`config.mk`:
```
export PLATFORM = sky130hd
export DESIGN_NAME = sbf_mul
export DESIGN_NICKNAME = d
export VERILOG_FILES = /design/src/hdl/sbf_mul.sv
export SDC_FILE = /design/constraint.sdc
export NUM_CORES = 2
export LEC_CHECK = 0
export BUFFER_PORTS_ARGS = -buffer_cell sky130_fd_sc_hd__buf_2
export CORE_MARGIN = 5
export CORE_UTILIZATION = 45
export DETAILED_ROUTE_END_ITERATION = 8
export PLACE_DENSITY = 0.67
export SLEW_MARGIN = 20
export SYNTH_ARGS = -nofsm -noshare
export SYNTH_HDL_FRONTEND = slang
export SYNTH_SLANG_ARGS = --single-unit
```
`constraint.sdc`:
```
create_clock -name clk -period 8.5 [get_ports clk]
set_input_delay 2.125 -clock clk [delete_from_list [all_inputs] [get_ports clk]]
set_output_delay 2.125 -clock clk [all_outputs]
set_load 0.01 [all_outputs]
```
`src/hdl/sbf_mul.sv`:
```
// ----------------------------------------------------------------------------
// sbf_mul: two-stage unsigned multiplier
// Splits each operand in halves, registers the four partial products, then
// registers their aligned sum.
// ----------------------------------------------------------------------------
module sbf_mul #(
  parameter int A_W = 33,
  parameter int B_W = 33
) (
  input  logic               clk,
  input  logic               en,
  input  logic [A_W-1:0]     a,
  input  logic [B_W-1:0]     b,
  output logic [A_W+B_W-1:0] p
);

  localparam int AL = A_W / 2;
  localparam int AH = A_W - AL;
  localparam int BL = B_W / 2;
  localparam int BH = B_W - BL;
  localparam int PW = A_W + B_W;

  logic [AL+BL-1:0] ll_r, ll_nxt;
  logic [AL+BH-1:0] lh_r, lh_nxt;
  logic [AH+BL-1:0] hl_r, hl_nxt;
  logic [AH+BH-1:0] hh_r, hh_nxt;
  logic [PW-1:0]    p_r, p_nxt;

  // Partial products of the operand halves.
  always_comb begin
    ll_nxt = (AL+BL)'(a[AL-1:0])   * (AL+BL)'(b[BL-1:0]);
    lh_nxt = (AL+BH)'(a[AL-1:0])   * (AL+BH)'(b[B_W-1:BL]);
    hl_nxt = (AH+BL)'(a[A_W-1:AL]) * (AH+BL)'(b[BL-1:0]);
    hh_nxt = (AH+BH)'(a[A_W-1:AL]) * (AH+BH)'(b[B_W-1:BL]);
  end

  // Aligned sum of the partial products.
  always_comb begin
    p_nxt = (PW'(hh_r) << (AL + BL)) + (PW'(hl_r) << AL) + (PW'(lh_r) << BL) + PW'(ll_r);
  end

  always_ff @(posedge clk) begin
    if (en) begin
      ll_r <= ll_nxt;
      lh_r <= lh_nxt;
      hl_r <= hl_nxt;
      hh_r <= hh_nxt;
      p_r  <= p_nxt;
    end
  end

  assign p = p_r;

endmodule

```
Yosys cells after proc, flatten, opt, wreduce, memory -nomap -nowiden
Cells that the tools add are included.
{"block": "totals", "in_bits": 68, "ff_bits": 198, "output_inout_bits": 66, "wordCells": 12}
{"block": "classes", "n_addsub": 3, "multipliers": 4}
{"op": "66-bit by 49-bit adder with 66-bit output", "count": 2}
{"op": "66-bit by 32-bit adder with 66-bit output", "count": 1}
{"op": "17-bit by 17-bit multiplier with 34-bit output", "count": 1}
{"op": "16-bit by 17-bit multiplier with 33-bit output", "count": 1}
{"op": "17-bit by 16-bit multiplier with 33-bit output", "count": 1}
{"op": "16-bit by 16-bit multiplier with 32-bit output", "count": 1}

Longest topological paths before layout
{"block": "depth", "ltp_word": 3, "mapped_depth": 24, "ltp_nobuf": 23}

Least setup slack after synthesis
No wires, ideal clock.
{"block": "synth_path", "kind": "input to register", "start": "in b[27]", "end": "reg lh_r[31] (data pin)", "n_path_buf": 1, "stages": 21, "arrival_time_ns": 7.677, "setup_slack_ns": 0.558, "t_required_ns": 8.235, "setup_time_ns": 0.265, "cell_sequence": "clkbuf_1 nand2_1 fa_1 fa_1 fa_1 inv_1 fa_1 fa_1 inv_1 fa_1 inv_1 ha_1 o21a_1 o21a_1 a221oi_1 a31oi_1 a221oi_1 nand2b_1 o211ai_1 o21ai_0 xor2_1"}
{"block": "synth_via", "elab_chain_cells": 1}
{"element": "start, declared", "line": "13", "source": "input logic [B_W-1:0] b,"}
{"element": "16-bit by 17-bit multiplier with 33-bit output", "line": "32", "source": "lh_nxt = (AL+BH)'(a[AL-1:0]) * (AL+BH)'(b[B_W-1:BL]);"}
{"element": "named net lh_nxt[31]", "line": "24", "source": "logic [AL+BH-1:0] lh_r, lh_nxt;"}
{"element": "end signal, assigned", "line": "45", "source": "lh_r <= lh_nxt;"}
{"element": "end, declared", "line": "24"}
The timed path passes the listed nets, and every way through them passes these cells.
A chain may end at the register's enable or synchronous reset.

Worst setup path after layout
{"block": "layout_path", "start": "in b[7]", "end": "reg hl_r[30] (data pin)"}
{"block": "layout_via", "elab_chain_cells": 1}
{"element": "17-bit by 16-bit multiplier with 33-bit output", "line": "33", "source": "hl_nxt = (AH+BL)'(a[A_W-1:AL]) * (AH+BL)'(b[BL-1:0]);"}
{"element": "named net hl_nxt[30]", "line": "25", "source": "logic [AH+BL-1:0] hl_r, hl_nxt;"}
{"element": "end signal, assigned", "line": "46", "source": "hl_r <= hl_nxt;"}
{"element": "end, declared", "line": "25"}
The timed path passes the listed nets, and every way through them passes these cells.

==> implementation parameters <==
Parameter                              Value

Clocking
  CTS root buf ... clkbuf_16
  # H-tree levels ... 4
  Number of CTS-inserted buffers ... 17
  Largest buffer count on any clock path ... 2
  Post-CTS setup-driven buffer insertion count ... 0
  Total number of clock tree sinks ... 198
  Clock input transition at the sequential cells of the worst setup and hold paths ... 0.08 ns
  CTS tree ... yes
  Hold-fix buffer count after cts ... 0
  Latest clock arrival within the worst-skew pair ... 0.52 ns
  Post_cts resized ... 0

Synth
  Post-synthesis instance area ... 44180 µm²
  Most used flip-flop cell after synthesis ... edfxtp_1
  YS warnings ... 0
  Number of storage elements in the synthesis netlist ... 198
  Area contributors post-synth ... fa_1 39%, edfxtp_1 13%, ha_1 13%
  Count of distinct cell types in the synthesized netlist ... 67
  Sequential fraction of the synthesis area ... 0.1346
  Fraction of synthesis flops using an asynchronous set or reset pin ... 0
  Number of synthesized flops with an enable pin ... 198
  Leading cell type by number of instances after synthesis ... inv_1
  Post-synth top area share ... 0.3933
  Syn avg cell area ... 9.571 µm²
  Top cell types by occurrence after synthesis ... 954 x inv_1, 868 x fa_1, 664 x nand2_1
  Number of nets in the synthesized netlist ... 6007
  Post-synthesis cell count ... 4616
  Post-synth top area cell ... fa_1

Worst setup path
  Worst Setup End Kind ... register
  FF-to-FF Start ... ll_r[24]
  Library cell appearing most often on the critical path ... fa_1
  Worst reg-to-reg setup slack ... 4.59 ns
  Reg2reg end ... p[52]
  Number of cells on the worst reg-to-reg path ... 11
  Data required time at the worst endpoint ... 8.77 ns
  Worst path buffer plus inverter count ... 4
  Critical-path cell with the highest stage delay ... fa_1
  Startpoint of the most critical setup path ... b[7]
  Worst path max stage delay ... 0.60 ns
  Cell type group with the largest total delay on the critical path ... adder cells
  Biggest fanout along the worst timing path ... 21
  CP Data Arrival Time ... 8.37 ns
  Crit path cell chain ... buf_2 -> nand2_1 -> fa_1 -> inv_1 -> fa_1 -> fa_1 -> fa_1 -> fa_1 -> inv_1 -> fa_1 -> inv_1 -> ha_1 -> a21o_1 -> a21o_1 -> a21oi_1 -> nor3b_1 -> o211ai_1 -> a41oi_1 -> o21ai_0 -> o31ai_1 -> xnor2_1
  WS Path Type ... in2reg
  Startpoint types ... input port
  Worst setup path endpoint ... hl_r[30]
  Crit. path cell count ... 21

Timing
  Final-report max-slew violation count ... 0
  Final min period ... 8.100 ns
  Crit share post-route ... 0.9530
  Worst Tran Pin Value ... 0.9091 ns
  Slack of the critical path ... 0.3996 ns
  Maximum clock frequency ... 0.1235 GHz
  Worst slew slack as a fraction of its limit ... 0.3939
  Setup repair after global routing missed its margin ... no
  Final Hold Fails ... 0
  Finish-stage setup viols ... 0
  Setup clock skew after layout ... 0.01161 ns

Route
  DRT Wirelength ... 112200 µm
  Count of antenna-violating nets left after detailed routing ... 0
  DR pass1 iterations ... 5
  Mean number of vias per cell ... 5.201
  Total via count after detailed routing ... 31176
  Final routed DRC violation total ... 0
  Wire length per cell after detailed routing ... 18.72 µm
  Count of routing violations after the opening detailed-route iteration ... 1844

Run status
  Outcome ... finished clean

Global routing
  Number of global-route vias before repair ... 33667
  GRT Resource Usage Total ... 0.2248
  Total overflow reported by the global router ... 0
  Wire length of the first global-routing pass ... 183900 µm
  Maximum number of pins on one net before global-route repair ... 123
  Number of antenna violations at the first check in global routing ... 10

Placement
  IO buf count ... 133
  Setup slack at placement ... -0.09679 ns
  Final GP Congestion ... 0.9059
  Placement Cell Area ... 46810 µm²
  Placed wire-length estimate ... 92400 µm

Die
  DIE AREA ... 104500 µm²
  Rows ... 115
  Core box area ... 97990 µm²
  Die height ... 323.3 µm
  Effective utilization at floorplan ... 0.4509
  Count of boundary I/O pins ... 134
  Width of the die ... 323.3 µm

Min path
  Worst hold path type ... reg2reg

Cells and area
  Number of nets in the layout ... 6081
  Layout cell share with drive strength beyond 1 ... 0.06996
  Post-route standard cell area excluding fillers ... 47410 µm²
  Fillcell total ... 9091
  Post-layout utilization of the core ... 0.4838
  Area growth from synthesis to final layout ... 7.304%

Flow run
  Max_cap viols ... 0
[stage by stage]
stage | hold WS (ns) | TNS, ns | instances
floorplan | 0.4003 | 0 | 4616
global placement | 0.4026 | -0.2243 | 5958
detailed placement | 0.4045 | -0.2317 | 5958
CTS | 0.4239 | 0 | 5990
global route | 0.4329 | 0 | 5993
finish | 0.4220 | 0 | 5994
[cell type report]
| class | count | area [µm²] | area share |
|---|---|---|---|
| inverter | 954 | 3581 | 0.07553 |
| multi-input combinational | 3250 | 33850 | 0.7140 |
| timing repair buffer | 269 | 1827 | 0.03853 |
| sequential | 198 | 5946 | 0.1254 |
| antenna | 4 | 10.01 | 0.0002111 |
| clock buffer | 17 | 425.4 | 0.008973 |
| tap | 1287 | 1610 | 0.03397 |
| clock inverter | 15 | 157.7 | 0.003325 |
[sequential cells by signal, summed over array words and instances, names as in the netlist]
signal / count
ll_r: 32
p: 66
hh_r: 34
lh_r: 33
hl_r: 33
[worst min path at each step]
stage | from | to | slack, ns | depth (start not counted)
2_1_floorplan | ll_r[0] | p[0] | 0.40 | 0
3_3_place_gp | ll_r[1] | p[1] | 0.40 | 0
3_5_place_dp | ll_r[1] | p[1] | 0.40 | 0
4_1_cts | ll_r[1] | p[1] | 0.42 | 0
5_1_grt | ll_r[0] | p[0] | 0.43 | 0
6_report | ll_r[1] | p[1] | 0.42 | 0
[cells in the final DEF (no fill, tap or decap), types with 11 or more instances in the layout]
master	synthesis	layout
o21ai_0	63	63
a21o_1	86	86
inv_1	954	954
and2_1	504	504
ha_1	455	455
nand4_1	14	14
nor3_1	13	13
nand3_1	34	34
o21a_1	19	19
nand2_1	664	664
clkbuf_16	0	17
a21oi_1	125	125
buf_2	0	130
edfxtp_1	198	198
nor2_1	61	61
o21bai_1	20	20
o211ai_1	11	11
xnor2_1	117	117
xor2_1	44	44
nor2b_1	14	14
nand2b_1	18	18
a211oi_1	11	11
fa_1	868	868
buf_4	0	126
and3_1	19	19
[kinds of logic (layout without fill, tap and decap cells)]
family / count (synthesis) / count (layout) / share of synthesized area
adder cells (fa/ha/maj): 1323 / 1323 / 0.5222
other: 0 / 4 / 0
AO/OA/AOI/OAI: 404 / 404 / 0.06089
XOR/XNOR: 161 / 161 / 0.03192
flip-flops: 198 / 198 / 0.1346
buffers and inverters: 1168 / 1255 / 0.09923
multiplexers: 2 / 2 / 0.0004531
AND/OR/NAND/NOR: 1360 / 1360 / 0.1508
[routing by layer]
metal | track usage | routed length, µm
met1 | 0.3053 | 49390
met2 | 0.3675 | 51340
met3 | 0.05024 | 8358
met4 | 0.05935 | 3047
met5 | 0 | 67
Power is not shown: default switching activity piles up to over one toggle a cycle in this logic, so the estimate is an artifact.
