==> src/hdl/sbf_delay.sv <==
// ----------------------------------------------------------------------------
// sbf_delay: stallable delay line
// Carries side data alongside the arithmetic pipeline for a fixed depth.
// ----------------------------------------------------------------------------
module sbf_delay #(
  parameter int WIDTH = 8,
  parameter int DEPTH = 2
) (
  input  logic             clk,
  input  logic             en,
  input  logic [WIDTH-1:0] din,
  output logic [WIDTH-1:0] dout
);

  logic [WIDTH-1:0] tap_r [DEPTH];

  // Shift the line whenever the pipeline advances.
  always_ff @(posedge clk) begin
    if (en) begin
      tap_r[0] <= din;
      for (int s = 1; s < DEPTH; s++) begin
        tap_r[s] <= tap_r[s-1];
      end
    end
  end

  assign dout = tap_r[DEPTH-1];

endmodule

==> config.mk <==
export PLATFORM = sky130hd
export DESIGN_NAME = sbf_delay
export DESIGN_NICKNAME = d
export VERILOG_FILES = /design/src/hdl/sbf_delay.sv
export SDC_FILE = /design/constraint.sdc
export NUM_CORES = 1
export LEC_CHECK = 0
export ABC_AREA = 0
export BUFFER_PORTS_ARGS = -buffer_cell sky130_fd_sc_hd__buf_2
export CAP_MARGIN = 20
export CORE_AREA = 10 10 47 49
export CTS_CLUSTER_DIAMETER = 50
export CTS_CLUSTER_SIZE = 16
export DETAILED_ROUTE_END_ITERATION = 7
export DIE_AREA = 0 0 57 59
export PLACE_DENSITY = 0.76
export SYNTH_ARGS = -nofsm -noshare
export SYNTH_HDL_FRONTEND = slang
export SYNTH_SLANG_ARGS = --single-unit
==> constraint.sdc <==
create_clock -name clk -period 1.15 [get_ports clk]
set_input_delay 0.1725 -clock clk [delete_from_list [all_inputs] [get_ports clk]]
set_output_delay 0.1725 -clock clk [all_outputs]
set_load 0.01 [all_outputs]
# == Yosys cells after proc, flatten, opt, wreduce, memory -nomap -nowiden ==
# Memory sizes are Yosys's and may differ from the RTL's.
# Cells that the tools add are included.
# word_totals
ff_bits,0
ramBits,16
out_inout_bits,8
in_bits,10
memories,1
word_cells,3
# mem_list
memory,depth,word_bits,read_ports,rd_clocked_by_memory_dff,wr,line,text
tap_r,2,8,2,0,2,15,logic [WIDTH-1:0] tap_r [DEPTH];
# op_classes
muxes,2
# ops
op,count
2-to-1 mux 1 bit,2

# == Longest topological paths before layout ==
# Gate-level depths: netlist of run 1.
# depth
word_depth,2
ltp_mapped,1
ltp_nobuf,0

# == Worst setup path after synthesis of run 1 ==
# Ideal clock, no wire load.
# synth_path
kind,register -> output
from,"memory tap_r[1][0], in the netlist tap_r[0][8]"
to,output dout[0]
n_path_buf,1
arrival_time_ns,0.476
stages_incl_launch_ff,2
required_time_ns,0.978
setup_slack_ns,0.502
cell_sequence,edfxtp_1 > buf_4
# synth_lines
element,line,text
"start, declared",15,
"end, declared",12,output logic [WIDTH-1:0] dout

==> results of run 1 <==
## layout make-up
cell class            instances  area (um2)
tap                          16        20.0
fill                        147         793
clock buffer                  3        22.5
timing repair buffer         17        85.1
sequential                   16         480
## logic make-up (layout without fill, tap and decap cells)
family | count (synthesis) | count (layout)
buffers and inverters | 8 | 20
DFF | 16 | 16
## power by group
part	switching (mW)	internal, mW	total, mW
registers	0.00774	0.690	0.698
logic	0.0291	0.0225	0.0516
clock network	0.132	0.121	0.253
## routing by layer
metal  track usage, %  vias up  wire length [um]  share of wire [%]
met4             4.03        0                 0                  0
met1             4.86       85               317                 56
li1                 -      105                 -                  -
met3             2.15        0                68                 12
met5                0        -                 0                  0
met2             3.72       18               182                 32
## cells in the final DEF (no fill, tap or decap)
cell	count
buf_2	17
edfxtp_1	16
clkbuf_4	3
## metrics by stage
stage | setup WS [ns] | hold WS, ns | power [mW] | instance area (um2) | cells
floorplan | 0.502 | 0.271 | 0.746 | 541 | 24
global placement | 0.364 | 0.350 | 0.764 | 586 | 49
detailed placement | 0.350 | 0.351 | 0.766 | 586 | 49
CTS | 0.190 | 0.0707 | 1.02 | 608 | 52
global route | 0.152 | 0.0631 | 1.06 | 608 | 52
finish | 0.207 | 0.0787 | 1.00 | 608 | 52
## worst min path at each step
stage	from	end	slack [ns]	depth (start not counted)
floorplan	din[0]	tap_r[0][0]	0.27	0
global placement	din[4]	tap_r[0][4]	0.35	1
detailed placement	din[0]	tap_r[0][0]	0.35	1
CTS	din[1]	tap_r[0][1]	0.07	1
global route	din[1]	tap_r[0][1]	0.06	1
finish	din[1]	tap_r[0][1]	0.08	1
==> run_results.csv, run 1 <==
group,metric,value,unit
sta,fin_skew,0.000472,ns
sta,rsz0062_at_grt,"no",
placed_design,globalplace.congestion,0.640,
clock_network,tritoncts,"done",
worst_setup_path,r2r_start,"tap_r[0][5]",
yosys,yosys.area.top_type,"edfxtp_1",
final_layout,multi_input_gates,0,
global_routing,antenna_found_initial,0,
flow_run,maxCapViolations,0,
clock_network,root_buffer,"clkbuf_4",
power,power_density,1650,mW/mm2
yosys,synthXorXnorAreaFrac,0,%
sta,setup_viol,0,
route,vias_per_cell,4.00,
worst_setup_path,worstReg2RegEnd,"tap_r[0][13]",
clock_network,cts.sinks,16,
yosys,yosys.area_share.simple,0,%
final_layout,syn_to_final_growth,12.5,%
route,drc,0,
floorplan,die_area,0.00336,mm2
worst_setup_path,ff2ff_path_depth,0,
sta,worstMarginPinSlew,0.310,ns
worst_setup_path,worstSetupEndpointType,"output pin",
yosys,yosys_warnings,0,
worst_setup_path,slowest_delay,0.36,ns
worst_setup_path,endpoint,"dout[7]",
route,drt_iter0_drc,2,
yosys,synth_top_family_by_area,"buffers and inverters",
yosys,synth-compound-area-share,0,%
clock_network,cts_setup_buffers,0,
sta,final.setup.tns,0,ns
yosys,synth.area.top_cells,"edfxtp_1 (89%), buf_4 (11%)",
route,firstDrtPassIters,4,
sta,finalCriticalPeriod,0.943,ns
placed_design,io_buffers,17,
hold_path,worstHoldPathType,"primary input to flip-flop",
floorplan,die-width,57,um
yosys,synth_common_cells,"edfxtp_1 (16), buf_4 (8)",
yosys,synth.most_common_cell,"edfxtp_1",
worst_setup_path,arrival,0.77,ns
yosys,ys_seq_area_share,88.9,%
power,leakage,0.237,nW
floorplan,ios,18,
power,ir_worst_vdd,0.758,mV
route,ant_nets,0,
yosys,synth_adder_area_share,0,%
global_routing,grt_pass1_wl,959,um
final_layout,fin_nets,48,
floorplan,core-area,0.00140,mm2
final_layout,largestRegisters,"tap_r: 16 flops",
status,status,"completed",
final_layout,multi_input_area,0,um2
yosys,synthFlopType,"edfxtp_1",
worst_setup_path,cp_num_cells,1,
floorplan,die_h,59,um
worst_setup_path,slowest_stage,"edfxtp_1",
worst_setup_path,crit_type,"flip-flop to output pin",
floorplan,start_util,38.6,%
final_layout,regMostFlops,"tap_r",
yosys,postSynthCellCount,24,
sta,finalHoldViolations,0,
yosys,synth_top_area_share,88.9,%
global_routing,grt_overflow_total,0,
yosys,yosys.cell_types.count,2,
clock_network,path_clk_slew,0.08,ns
clock_network,insertion_delay,0.26,ns
clock_network,htreeDepth,1,
global_routing,grt_max_degree,17,
sta,clock.fmax,1060,MHz
yosys,ys_seq_elements,16,
worst_setup_path,critPathRequiredTime,0.98,ns
sta,relSlewSlack,79.4,%
worst_setup_path,cpLargestDelayFamily,"flip-flops",
yosys,synth-edff-count,16,
final_layout,antenna_cells,0,
final_layout,layout-drive-gt1-share,55.6,%
yosys,netlist_area,541,um2
clock_network,hold_buffers,0,
worst_setup_path,worst-path-buf-inv,1,
worst_setup_path,startpoint,"tap_r[0][15]",
global_routing,grt_pass1_vias,222,
clock_network,clk_path_buf_depth,2,
final_layout,largest_register_ffs,16,
global_routing,grtUsageTotal,3.74,%
worst_setup_path,r2r_slack,0.54,ns
yosys,ys_async_sr_fraction,0,%
worst_setup_path,startpoint_type,"flip-flop",
yosys,synth.area.mux_share,0,%
sta,drv_slew,0,
route,route.vias.total,208,
floorplan,row_count,14,
clock_network,cts_buffers,3,
yosys,avgSynthCellArea,22.5,um2
route,wl_per_cell,10.9,um
sta,post-route-period-util,82.0,%
worst_setup_path,crit_fanout,1,
route,drt_wl_total,567,um
final_layout,utilization,43.4,%
yosys,syn-num-nets,34,
clock_network,cts_resized,0,
worst_setup_path,crit_chain,"buf_2",
Power figures use the tool's default switching activity.
==> run 2: changes to the inputs <==
--- a/config.mk
+++ b/config.mk
@@ -8,12 +8,12 @@
 export ABC_AREA = 0
 export BUFFER_PORTS_ARGS = -buffer_cell sky130_fd_sc_hd__buf_2
 export CAP_MARGIN = 20
-export CORE_AREA = 10 10 47 49
+export CORE_MARGIN = 10
+export CORE_UTILIZATION = 41
 export CTS_CLUSTER_DIAMETER = 50
 export CTS_CLUSTER_SIZE = 16
 export DETAILED_ROUTE_END_ITERATION = 7
-export DIE_AREA = 0 0 57 59
-export PLACE_DENSITY = 0.76
+export PLACE_DENSITY = 0.8
 export SYNTH_ARGS = -nofsm -noshare
 export SYNTH_HDL_FRONTEND = slang
 export SYNTH_SLANG_ARGS = --single-unit
==> constraint.sdc (replaced) <==
create_clock -name clk -period 0.8 [get_ports clk]
set_input_delay 0.12 -clock clk [delete_from_list [all_inputs] [get_ports clk]]
set_output_delay 0.12 -clock clk [all_outputs]
set_load 0.01 [all_outputs]
==> run_results.csv, run 2 (synthesized netlist as in run 1, its figures left out) <==
group,metric,value,unit
sta,hold-worst-slack,0.0209,ns
floorplan,start_util,42.6,%
final_layout,largestRegisters,"tap_r: 16 flops",
final_layout,regMostFlops,"tap_r",
hold_path,worstHoldPathCells,1,
worst_setup_path,crit_fanout,1,
clock_network,cts_buffers,3,
global_routing,grt_pass1_vias,211,
worst_setup_path,worst-path-buf-inv,1,
floorplan,die-width,56.3,um
worst_setup_path,slowest_stage,"edfxtp_1",
route,firstDrtPassIters,2,
final_layout,multi_input_area,0,um2
worst_setup_path,r2r_start,"tap_r[0][7]",
worst_setup_path,crit_type,"flip-flop to output pin",
clock_network,clk_path_buf_depth,2,
worst_setup_path,slowest_delay,0.36,ns
global_routing,grt_max_degree,17,
clock_network,cts.sinks,16,
route,drt_iter0_drc,1,
placed_design,globalplace.congestion,0.609,
final_layout,multi_input_gates,0,
final_layout,syn_to_final_growth,16.7,%
sta,relSlewSlack,94.3,%
global_routing,grtUsageTotal,4.07,%
clock_network,insertion_delay,0.27,ns
status,violations,"setup timing",
hold_path,worstHoldPathType,"primary input to flip-flop",
worst_setup_path,startpoint,"tap_r[0][10]",
worst_setup_path,ff2ff_path_depth,0,
final_layout,fin_nets,49,
route,drc,0,
final_layout,num-fill-cells,113,
clock_network,tritoncts,"done",
power,power_frac_comb,5.8,%
floorplan,die_h,56.3,um
sta,worst_slack,-0.0956,ns
floorplan,die_area,0.00317,mm2
route,vias_per_cell,3.85,
route,drt_wl_total,608,um
global_routing,antenna_found_initial,0,
final_layout,largest_register_ffs,16,
final_layout,layout-drive-gt1-share,55.3,%
placed_design,place_area,604,um2
route,route.vias.total,204,
worst_setup_path,cpLargestDelayFamily,"flip-flops",
sta,post-route-period-util,112,%
global_routing,grt_overflow_total,0,
status,status,"complete, but fails checks",
power,internal_power,1.21,mW
sta,fin_skew,0.00178,ns
worst_setup_path,startpoint_type,"flip-flop",
hold_path,min-delay-start,"din[0]",
global_routing,grt_pass1_wl,945,um
clock_network,cts_setup_buffers,0,
worst_setup_path,crit_chain,"buf_2",
sta,setup_viol,8,
sta,rsz0062_at_grt,"yes",
power,p_seq_share,68.0,%
sta,finalCriticalPeriod,0.896,ns
power,leakage,0.248,nW
final_layout,final_cell_mix,"buf_2 (17), edfxtp_1 (16), clkbuf_4 (3)",
worst_setup_path,cp_num_cells,1,
power,power_density,2340,mW/mm2
power,swShare,17.7,%
final_layout,antenna_cells,0,
placed_design,pre_cts_slack,0.138,ns
power,ir_worst_vdd,1.13,mV
clock_network,root_buffer,"clkbuf_4",
placed_design,io_buffers,17,
final_layout,utilization,49.7,%
final_layout,fin_area,631,um2
route,wl_per_cell,11.5,um
floorplan,row_count,13,
clock_network,path_clk_slew,0.08,ns
flow_run,maxCapViolations,0,
sta,clock.fmax,1120,MHz
power,pwr-share-clk,26.2,%
sta,worstMarginPinSlew,0.0862,ns
sta,finalHoldViolations,0,
worst_setup_path,worstSetupEndpointType,"output pin",
power,switchingPower,0.262,mW
clock_network,htreeDepth,1,
sta,drv_slew,0,
worst_setup_path,arrival,0.78,ns
route,ant_nets,0,
worst_setup_path,critPathRequiredTime,0.68,ns
final_layout,mostFrequentLayoutCell,"buf_2",
floorplan,ios,18,
floorplan,core-area,0.00127,mm2
[run 2: cell count changes in the layout (fill, tap and decap cells not counted), sizes merged]
cell / change
buf: +1
clkinv: +1
[run 2: timing repair]
item	CTS	global route
resized for setup	0	0
endpoints found under the setup margin	8	8
hold buffers	0	0
[run 2: per-stage QoR]
| step | setup TNS, ns | power, mW | cells |
|---|---|---|---|
| CTS | -0.859 | 1.50 | 53 |
| floorplan | 0 | 1.07 | 24 |
| finish | -0.704 | 1.48 | 53 |
| global route | -1.10 | 1.55 | 53 |
| detailed placement | 0 | 1.11 | 49 |
| global placement | 0 | 1.11 | 49 |
[run 2: power groups by stage]
stage               Clock [mW]  Sequential (mW)  Combinational [mW]
floorplan                    0             1.02              0.0508
global placement             0             1.02              0.0871
detailed placement           0             1.03              0.0888
CTS                      0.409             1.01              0.0884
global route             0.447             1.01              0.0956
finish                   0.387             1.00              0.0857
[run 2: worst paths after layout]
kind	to	slack, ns
setup / recovery	dout[2]	-0.1
hold / removal	tap_r[0][0]	0.02
setup reg to reg	tap_r[0][15]	0.17
hold reg to reg	tap_r[0][14]	0.42
[run 2: routing by layer]
layer / global-route usage, % / routed length [um]
met1: 4.97 / 304
met2: 4.44 / 254
met3: 3.15 / 49
met4: 3.09 / 0
met5: 0 / 0
[run 2: final cells by class]
cell class / count / area (um2) / share of cell area (%)
clock buffer: 3 / 22.5 / 3.57
tap: 15 / 18.8 / 2.98
clock inverter: 1 / 3.75 / 0.595
sequential: 16 / 480 / 76.2
timing repair buffer: 18 / 105 / 16.7
